$ cat src/rtl/mglb_pkg.sv
// Types and constants of the mesh Laplacian builder.
// Used by every module of the block; depends on nothing.
package mglb_pkg;

    localparam int MAX_VERTICES_DEF = 256;

    localparam int REQ_W    = 2;
    localparam int VTX_W    = 9;
    localparam int RC_W     = 8;
    localparam int ENTRY_W  = 10;
    localparam int VCOUNT_W = 9;

    localparam logic [VCOUNT_W-1:0] VCOUNT_RESET = 9'd256;

    localparam logic [REQ_W-1:0] REQ_ADD   = 2'd0;
    localparam logic [REQ_W-1:0] REQ_READ  = 2'd1;
    localparam logic [REQ_W-1:0] REQ_CLEAR = 2'd2;

    // Diagonal entries saturate here.
    localparam int DIAG_SAT = 511;
    localparam logic [ENTRY_W-1:0] ENTRY_NEG_ONE = {ENTRY_W{1'b1}};

    typedef enum logic [1:0] {
        OP_MARK,
        OP_READ,
        OP_CLR
    } op_kind_t;

    // One memory operation handed from the sequencer to the update stage.
    typedef struct packed {
        logic     valid;
        op_kind_t kind;
        logic     in_range;
    } op_ctrl_t;

endpackage

$ cat src/rtl/mglb_seq.sv
// Request sequencer: takes one request word and issues memory operations.
// Depends on mglb_pkg.
module mglb_seq #(
    parameter int MAX_VERTICES = mglb_pkg::MAX_VERTICES_DEF
) (
    input  logic                              aclk,
    input  logic                              aresetn,
    input  logic                              s_valid,
    output logic                              s_ready,
    input  logic [mglb_pkg::REQ_W-1:0]        s_req_type,
    input  logic [mglb_pkg::VTX_W-1:0]        s_vertex_a,
    input  logic [mglb_pkg::VTX_W-1:0]        s_vertex_b,
    input  logic [mglb_pkg::VTX_W-1:0]        s_vertex_c,
    input  logic [mglb_pkg::RC_W-1:0]         s_row_index,
    input  logic [mglb_pkg::RC_W-1:0]         s_col_index,
    input  logic [mglb_pkg::VCOUNT_W-1:0]     vertex_count,
    input  logic                              out_free,
    output mglb_pkg::op_ctrl_t                op_ctrl,
    output logic [$clog2(MAX_VERTICES)-1:0]   op_row,
    output logic [$clog2(MAX_VERTICES)-1:0]   op_col
);
    import mglb_pkg::*;

    localparam int IDX_W = $clog2(MAX_VERTICES);
    localparam int NW = ($clog2(MAX_VERTICES + 1) > VTX_W) ? $clog2(MAX_VERTICES + 1) : VTX_W;
    localparam logic [1:0] ROT_LAST = 2'd2;

    typedef enum logic [1:0] {
        ST_CLEAR,
        ST_IDLE,
        ST_ADD,
        ST_READ
    } state_t;

    state_t             state_reg, state_next;
    logic [IDX_W-1:0]   x_reg, x_next;
    logic [IDX_W-1:0]   y_reg, y_next;
    logic [IDX_W-1:0]   z_reg, z_next;
    logic               swap_reg, swap_next;
    logic [1:0]         rot_reg, rot_next;
    logic               in_range_reg, in_range_next;
    logic [NW-1:0]      n_eff;
    logic               face_ok;
    logic               rd_in_range;

    always_comb begin
        n_eff = (NW'(vertex_count) < NW'(MAX_VERTICES)) ? NW'(vertex_count)
                                                          : NW'(MAX_VERTICES);
        face_ok = (s_vertex_a != '0) && (s_vertex_b != '0) && (s_vertex_c != '0)
               && (NW'(s_vertex_a) <= n_eff) && (NW'(s_vertex_b) <= n_eff)
               && (NW'(s_vertex_c) <= n_eff);
        rd_in_range = (NW'(s_row_index) < n_eff) && (NW'(s_col_index) < n_eff);
    end

    // x, y and z hold the face's vertices during an add, x and y the row and
    // column during a read, and x the row being swept during a clear.
    always_comb begin
        state_next    = state_reg;
        x_next        = x_reg;
        y_next        = y_reg;
        z_next        = z_reg;
        swap_next     = swap_reg;
        rot_next      = rot_reg;
        in_range_next = in_range_reg;
        op_ctrl       = '{valid: 1'b0, kind: OP_MARK, in_range: in_range_reg};
        op_row        = swap_reg ? y_reg : x_reg;
        op_col        = swap_reg ? x_reg : y_reg;
        case (state_reg)
            ST_CLEAR: begin
                op_ctrl.valid = 1'b1;
                op_ctrl.kind  = OP_CLR;
                op_row        = x_reg;
                op_col        = x_reg;
                if (x_reg == IDX_W'(MAX_VERTICES - 1)) begin
                    state_next = ST_IDLE;
                end else begin
                    x_next = x_reg + IDX_W'(1);
                end
            end
            ST_IDLE: begin
                if (s_valid) begin
                    case (s_req_type)
                        REQ_ADD: begin
                            if (face_ok) begin
                                x_next     = IDX_W'(s_vertex_a - VTX_W'(1));
                                y_next     = IDX_W'(s_vertex_b - VTX_W'(1));
                                z_next     = IDX_W'(s_vertex_c - VTX_W'(1));
                                swap_next  = 1'b0;
                                rot_next   = '0;
                                state_next = ST_ADD;
                            end
                        end
                        REQ_READ: begin
                            x_next        = IDX_W'(s_row_index);
                            y_next        = IDX_W'(s_col_index);
                            in_range_next = rd_in_range;
                            swap_next     = 1'b0;
                            state_next    = ST_READ;
                        end
                        REQ_CLEAR: begin
                            x_next     = '0;
                            state_next = ST_CLEAR;
                        end
                        default: begin
                        end
                    endcase
                end
            end
            ST_ADD: begin
                // Each pair is marked in both directions, then the face
                // rotates to its next edge.
                op_ctrl.valid = 1'b1;
                op_ctrl.kind  = OP_MARK;
                if (!swap_reg) begin
                    swap_next = 1'b1;
                end else begin
                    swap_next = 1'b0;
                    x_next    = y_reg;
                    y_next    = z_reg;
                    z_next    = x_reg;
                    if (rot_reg == ROT_LAST) begin
                        state_next = ST_IDLE;
                    end else begin
                        rot_next = rot_reg + 2'd1;
                    end
                end
            end
            ST_READ: begin
                op_ctrl.kind  = OP_READ;
                op_ctrl.valid = out_free;
                if (out_free) begin
                    state_next = ST_IDLE;
                end
            end
            default: begin
                state_next = ST_IDLE;
            end
        endcase
    end

    always_ff @(posedge aclk) begin
        if (!aresetn) begin
            state_reg <= ST_CLEAR;
            x_reg     <= '0;
            swap_reg  <= 1'b0;
            rot_reg   <= '0;
        end else begin
            state_reg <= state_next;
            x_reg     <= x_next;
            swap_reg  <= swap_next;
            rot_reg   <= rot_next;
        end
        y_reg        <= y_next;
        z_reg        <= z_next;
        in_range_reg <= in_range_next;
    end

    assign s_ready = (state_reg == ST_IDLE);

endmodule

$ cat config.mk
export PLATFORM = sky130hd
export DESIGN_NAME = mglb_seq
export DESIGN_NICKNAME = d
export VERILOG_FILES = /design/src/rtl/mglb_pkg.sv /design/src/rtl/mglb_seq.sv
export SDC_FILE = /design/constraint.sdc
export NUM_CORES = 1
export LEC_CHECK = 0
export BUFFER_PORTS_ARGS = -buffer_cell sky130_fd_sc_hd__buf_2
export CAP_MARGIN = 5
export CORE_ASPECT_RATIO = 0.8
export CORE_MARGIN = 5
export CORE_UTILIZATION = 45
export DETAILED_ROUTE_END_ITERATION = 6
export GPL_TIMING_DRIVEN = 0
export PLACE_DENSITY = 0.75
export RECOVER_POWER = 25
export SLEW_MARGIN = 20
export SYNTH_ARGS = -nofsm -noshare
export SYNTH_HDL_FRONTEND = slang
export SYNTH_SLANG_ARGS = --single-unit
$ cat constraint.sdc
create_clock -name aclk -period 6.4 [get_ports aclk]
set_input_delay 0.96 -clock aclk [delete_from_list [all_inputs] [get_ports aclk]]
set_output_delay 0.96 -clock aclk [all_outputs]
set_load 0.005 [all_outputs]
### Word level (Yosys, flattened, before mapping)

Index checks and enable logic that the tools add are counted.

| word-level totals | value |
|---|---|
| ROM bits | 0 |
| bits in latches | 0 |
| memories kept | 0 |
| bits in writable memories | 0 |
| bits in registers | 30 |
| bits of input ports | 58 |

| cells by class | value |
|---|---|
| $mul | 0 |
| order comparisons | 6 |
| add/sub/neg operators | 5 |
| shifts and indexed selects | 0 |
| mux-type cells | 40 |
| bitwise gates (word level) | 0 |
| equal/unequal tests | 19 |
| divide/modulo/power cells | 0 |
| reductions and logical operators | 20 |

Operators with widths:

| operator | count |
|---|---|
| $mux 8 | 14 |
| $pmux 8 s2 | 3 |
| $pmux 8 s3 | 2 |
| $le 9x9->1 | 3 |
| $reduce_bool 9->1 | 3 |
| $sub 8x1->8 const B | 3 |
| $mux 2 | 11 |
| $lt 8x9->1 | 2 |
| $reduce_and 5->1 | 3 |
| $ne 2x2->1 const B | 7 |
| $lt 9x9->1 const B | 1 |
| $mux 9 | 1 |
| $pmux 3 s3 | 1 |
| $add 8x1->8 const B | 1 |
| $eq 2x2->1 const B | 4 |
| $eq 8x8->1 const B | 1 |
| $pmux 2 s4 | 1 |
| $reduce_and 7->1 | 1 |
| $logic_and 1x1->1 | 6 |
| $pmux 2 s3 | 1 |
| $reduce_and 6->1 | 1 |
| $eq 2x1->1 const B | 2 |
| $logic_not 2->1 | 2 |
| $ne 2x1->1 const B | 2 |
| other kinds (11) | 14 |

### Longest topological paths before layout

| logic depth | value |
|---|---|
| word-level depth | 10 |
| mapped depth | 12 |
| mapped depth without buffers | 11 |

### Worst setup path before layout

No wires, ideal clock.

| path | value |
|---|---|
| kind | input to register |
| start point | input port vertex_count[8] (netlist bit) |
| end point | register z_reg[0], enable pin |
| path slack | 2573 ps |
| arrival time | 3441 ps |
| data required time | 6014 ps |
| stages | 10 |
| path through | clkinv_1 -> nand2_1 -> ha_1 -> a21o_1 -> a21o_1 -> a2111oi_2 -> nor3b_1 -> nor3_1 -> nand3_1 -> a211oi_1 |

| on the way | value |
|---|---|
| word-level cells in the longest chain between the ends | 8 |

RTL lines:

| what | line | source |
|---|---|---|
| start, declared | mglb_seq.sv:16 | `input logic [mglb_pkg::VCOUNT_W-1:0] vertex_count,` |
| $lt 9x9->1 | mglb_seq.sv:47 | `n_eff = (NW'(vertex_count) < NW'(MAX_VERTICES)) ? NW'(vertex_count)` |
| $mux 9 * | mglb_seq.sv:47 |  |
| $le 9x9->1 | mglb_seq.sv:50 | `&& (NW'(s_vertex_a) <= n_eff) && (NW'(s_vertex_b) <= n_eff)` |
| $logic_and 1x1->1 (2 in a row) | mglb_seq.sv:50 |  |
| $logic_and 1x1->1 * | mglb_seq.sv:51 | `&& (NW'(s_vertex_c) <= n_eff);` |
| $ne 2x1->1 (no source line) * | n/a |  |
| $reduce_and 5->1 (no source line) * | n/a |  |
| end signal, assigned | mglb_seq.sv:154 | `z_reg <= z_next;` |
| end, declared | mglb_seq.sv:38 | `logic [IDX_W-1:0] z_reg, z_next;` |

Mark *: on every way between the ends. The rest lies on a longest branch, timed or not.
A chain may end at the register's enable or synchronous reset.

### Worst setup path after layout

| path | value |
|---|---|
| start point | input port vertex_count[8] (netlist bit) |
| end point | register y_reg[6], enable pin |

| on the way | value |
|---|---|
| word-level cells in the longest chain between the ends | 8 |

RTL lines:

| what | line | source |
|---|---|---|
| $lt 9x9->1 | mglb_seq.sv:47 |  |
| $mux 9 * | mglb_seq.sv:47 |  |
| $le 9x9->1 | mglb_seq.sv:50 |  |
| $logic_and 1x1->1 (2 in a row) | mglb_seq.sv:50 |  |
| $logic_and 1x1->1 * | mglb_seq.sv:51 |  |
| $ne 3x3->1 (no source line) * | n/a |  |
| $reduce_and 5->1 (no source line) * | n/a |  |
| end signal, assigned | mglb_seq.sv:153 | `y_reg <= y_next;` |
| end, declared | mglb_seq.sv:37 | `logic [IDX_W-1:0] y_reg, y_next;` |

Marks and branches as above.

==> results.md <==
- Dpl hpwl: 8240 µm
- CP cell instances: buf_2 -> clkinv_1 -> nand2_1 -> ha_1 -> a21o_1 -> a21o_1 -> a2111oi_2 -> nor3b_1 -> nor3_1 -> nand3_1 -> a31oi_1 -> nor2b_1
- Site row count: 28
- Seq cells post-synth: 30
- Place WS: 1.87 ns
- Root buf cell: clkbuf_8
- Clock buffer count from CTS: 5
- DRT antenna net count: 0
- Clock transition at the registers of the reported paths: approximately 0.060 ns
- # IOs: 79
- WL final: 10,200 µm
- Initial DRC count: roughly 170
- Net count after synthesis: 532
- Crit path DAT: ~4.2 ns
- Number of synthesized flops with an enable pin: 17
- Slowest-stage cell, CP: nor2b_1
- Cells after Synth: around 420
- Worst-Margin Slew: 0.746 ns
- WS Path Type: input pin to register
- Register area: 771 µm²
- TritonCTS clock tree: done
- Resize count post-CTS: 0
- GR Util All Layers: 0.217
- Maximum root-to-sink buffer count: 2
- H-tree levels: 2
- Slew Limit Fails: 0
- Hold Vio Cnt, Final: 0
- RSZ-0062 raised after global routing: no
- Area Overhead vs Synth: 17.4%
- Post-CTS Setup Bufs: 0
- Via count: 3,542
- Worst Setup Start Kind: input pin
- Hold WS: 0.465 ns
- Initial antenna violation count: 0
- Worst flop-to-flop path startpoint: state_reg[0]$_SDFFE_PN0P_
- Syn_area_per_cell: ~8.3 µm²
- Count of final setup violators: 0
- Period utilisation layout: 0.667
- Final GP Congestion: 0.890
- Leak pwr: 1.70 nW
- Buffers added on ports: 78
- Worst setup path end: y_reg[6]$_DFFE_PP_
- Max-Cap Viols: 0
- Min-delay worst type: register to register
- Clock sinks: 30
- Fill cells: 738
- Crit Path Max Fanout: 11
- Most frequent CP cell: a21o_1
- Largest net degree at the start of global routing: 12
- Clk_skew: 0.00579 ns
- Post-layout net count: 617
- Number of distinct library cells after synthesis: 55
- Ant. Diodes: 0
- Synth Flop Type: edfxtp_1
- WL per Instance: approximately 17 µm
- Yosys Warn Count: 0
- # placed instances: around 600
- FFs w/ async S/R, synth: 0
- Final instance area: just over 4000 µm²
- Setup ws final: 2.13 ns
- Relative slew slack: 0.502
- Starting Density: 0.466
- FMAX: 234 MHz
- Post-synthesis sequential area ratio: 0.223
- Final core utilization: 0.547
- First-pass GRT wire length: 16,500 µm
- Vias in the first global route: 3,463
- TNS Setup: 0 ns
- Post-layout min period: between 4 and 5 ns
- Reg2Reg Depth: 6
- Area of the multi-input gates: 2550 µm²
- Chip width: 108 µm
- VDD IR max: just over 0.09 mV
- Endpoint type of the worst setup path: register
- Synthesized area: between 3000 and 4000 µm²
- Residual DRC: 0
- Status: completed
- Clk Latency, worst-skew pair: 0.28 ns
- Area of placed instances: 3990 µm²
- Worst Setup SP: vertex_count[8]
- Worst R2R End: z_reg[2]$_DFFE_PP_
- Worst reg2reg setup slack: 3.81 ns
- Crit path largest cell delay: approximately 0.60 ns
- Congestion Overflow GR: 0
- PnR Total Power: 0.757 mW
- Layout cells sized above 1: 0.228
- Final std cells w/o fill: around 600
- Power density over the cells: 186 nW/µm²
- CTS Hold Bufs: 0
- Die area: ~9500 µm²
- Die height: 88.4 µm
- Core Region: around 7400 µm²
- Number of vias per cell: just under 6
- TritonRoute pass-1 iters: 5
- WP data required: 6.32 ns
==> how the worst min path moves through the flow <==
stage,startpoint,to,cells after the start
2_1_floorplan,rot_reg[0]$_SDFFE_PN0P_,rot_reg[0]$_SDFFE_PN0P_,2
3_3_place_gp,rot_reg[0]$_SDFFE_PN0P_,rot_reg[0]$_SDFFE_PN0P_,2
3_5_place_dp,rot_reg[0]$_SDFFE_PN0P_,rot_reg[0]$_SDFFE_PN0P_,2
4_1_cts,rot_reg[0]$_SDFFE_PN0P_,rot_reg[0]$_SDFFE_PN0P_,2
5_1_grt,rot_reg[1]$_SDFFE_PN0P_,rot_reg[1]$_SDFFE_PN0P_,2
6_report,rot_reg[0]$_SDFFE_PN0P_,rot_reg[0]$_SDFFE_PN0P_,2
==> cells by family (layout without fill, tap and decap cells) <==
| group | Yosys count | in the layout | synth area share |
|---|---|---|---|
| flops | 30 | 30 | 0.223 |
| buf+inv | 36 | 122 | 0.0416 |
| xor+xnor | 17 | 17 | 0.0431 |
| fa+ha+maj | 56 | 56 | 0.203 |
| compound gates | 105 | 105 | 0.192 |
| simple gates | 142 | 142 | 0.196 |
| mux | 32 | 32 | 0.101 |
==> cells in the mapped netlist (all sizes together), types with 3 or more instances <==
master,count,area share
ha,56,0.20
nand2,52,0.057
a21oi,36,0.052
nor2,33,0.036
o21ai,27,0.039
mux2,23,0.075
edfxtp,17,0.15
inv,16,0.017
clkbuf,13,0.014
dfxtp,13,0.075
nand3,13,0.019
xnor2,11,0.028
mux2i,9,0.026
a21o,7,0.015
nor3,7,0.010
buf,6,0.0090
xor2,6,0.015
nor2b,5,0.0090
a221oi,4,0.010
nand4,4,0.0072
nor4,4,0.0072
o211ai,4,0.0087
o31ai,4,0.0087
a21boi,3,0.0065
a31oi,3,0.0054
and3,3,0.0054
nand2b,3,0.0054
nand3b,3,0.0065
nor3b,3,0.0065
o221a,3,0.0098
==> layout by cell type (no fill, tap or decap), types with 16 or more instances in the layout <==
cell / synthesis / final
o21ai_0: 26 / 26
nand2_1: 51 / 51
ha_1: 56 / 56
inv_1: 16 / 16
nor2_1: 33 / 33
edfxtp_1: 17 / 17
clkbuf_1: 13 / 19
a21oi_1: 36 / 36
buf_2: 4 / 77
mux2_2: 23 / 22
==> worst max-delay path, delay by kind of cell <==
kind	cells	cell delay, ns
fa+ha+maj	1	0.31
simple gates	5	1.52
compound gates	4	1.04
buf+inv	2	0.34
==> where the power goes <==
group / leakage (nW) / switching [mW] / internal, mW
logic: 1.40 / 0.186 / 0.151
clock network: 0.0426 / 0.0731 / 0.0746
registers: 0.260 / 0.0339 / 0.238
total: 1.70 / 0.293 / 0.464
==> area by class of cell <==
class | count | share of cell area
sequential | 30 | 0.190
buffer | 19 | 0.0197
tap | 105 | 0.0324
multi-input combinational | 352 | 0.628
inverter | 17 | 0.0157
clock buffer | 6 | 0.0179
clock inverter | 2 | 0.00216
timing repair buffer | 78 | 0.0946
==> routing by layer <==
metal  vias up  share of wire  wire length (µm)  track usage
met2       163           0.46              4710        0.356
met3        21          0.083               844       0.0379
li1       1717              -                 -            -
met4         0          0.023               237       0.0688
met1      1641           0.43              4430        0.294
met5         -              0                 0            0
(Power assumes the default switching activity.)
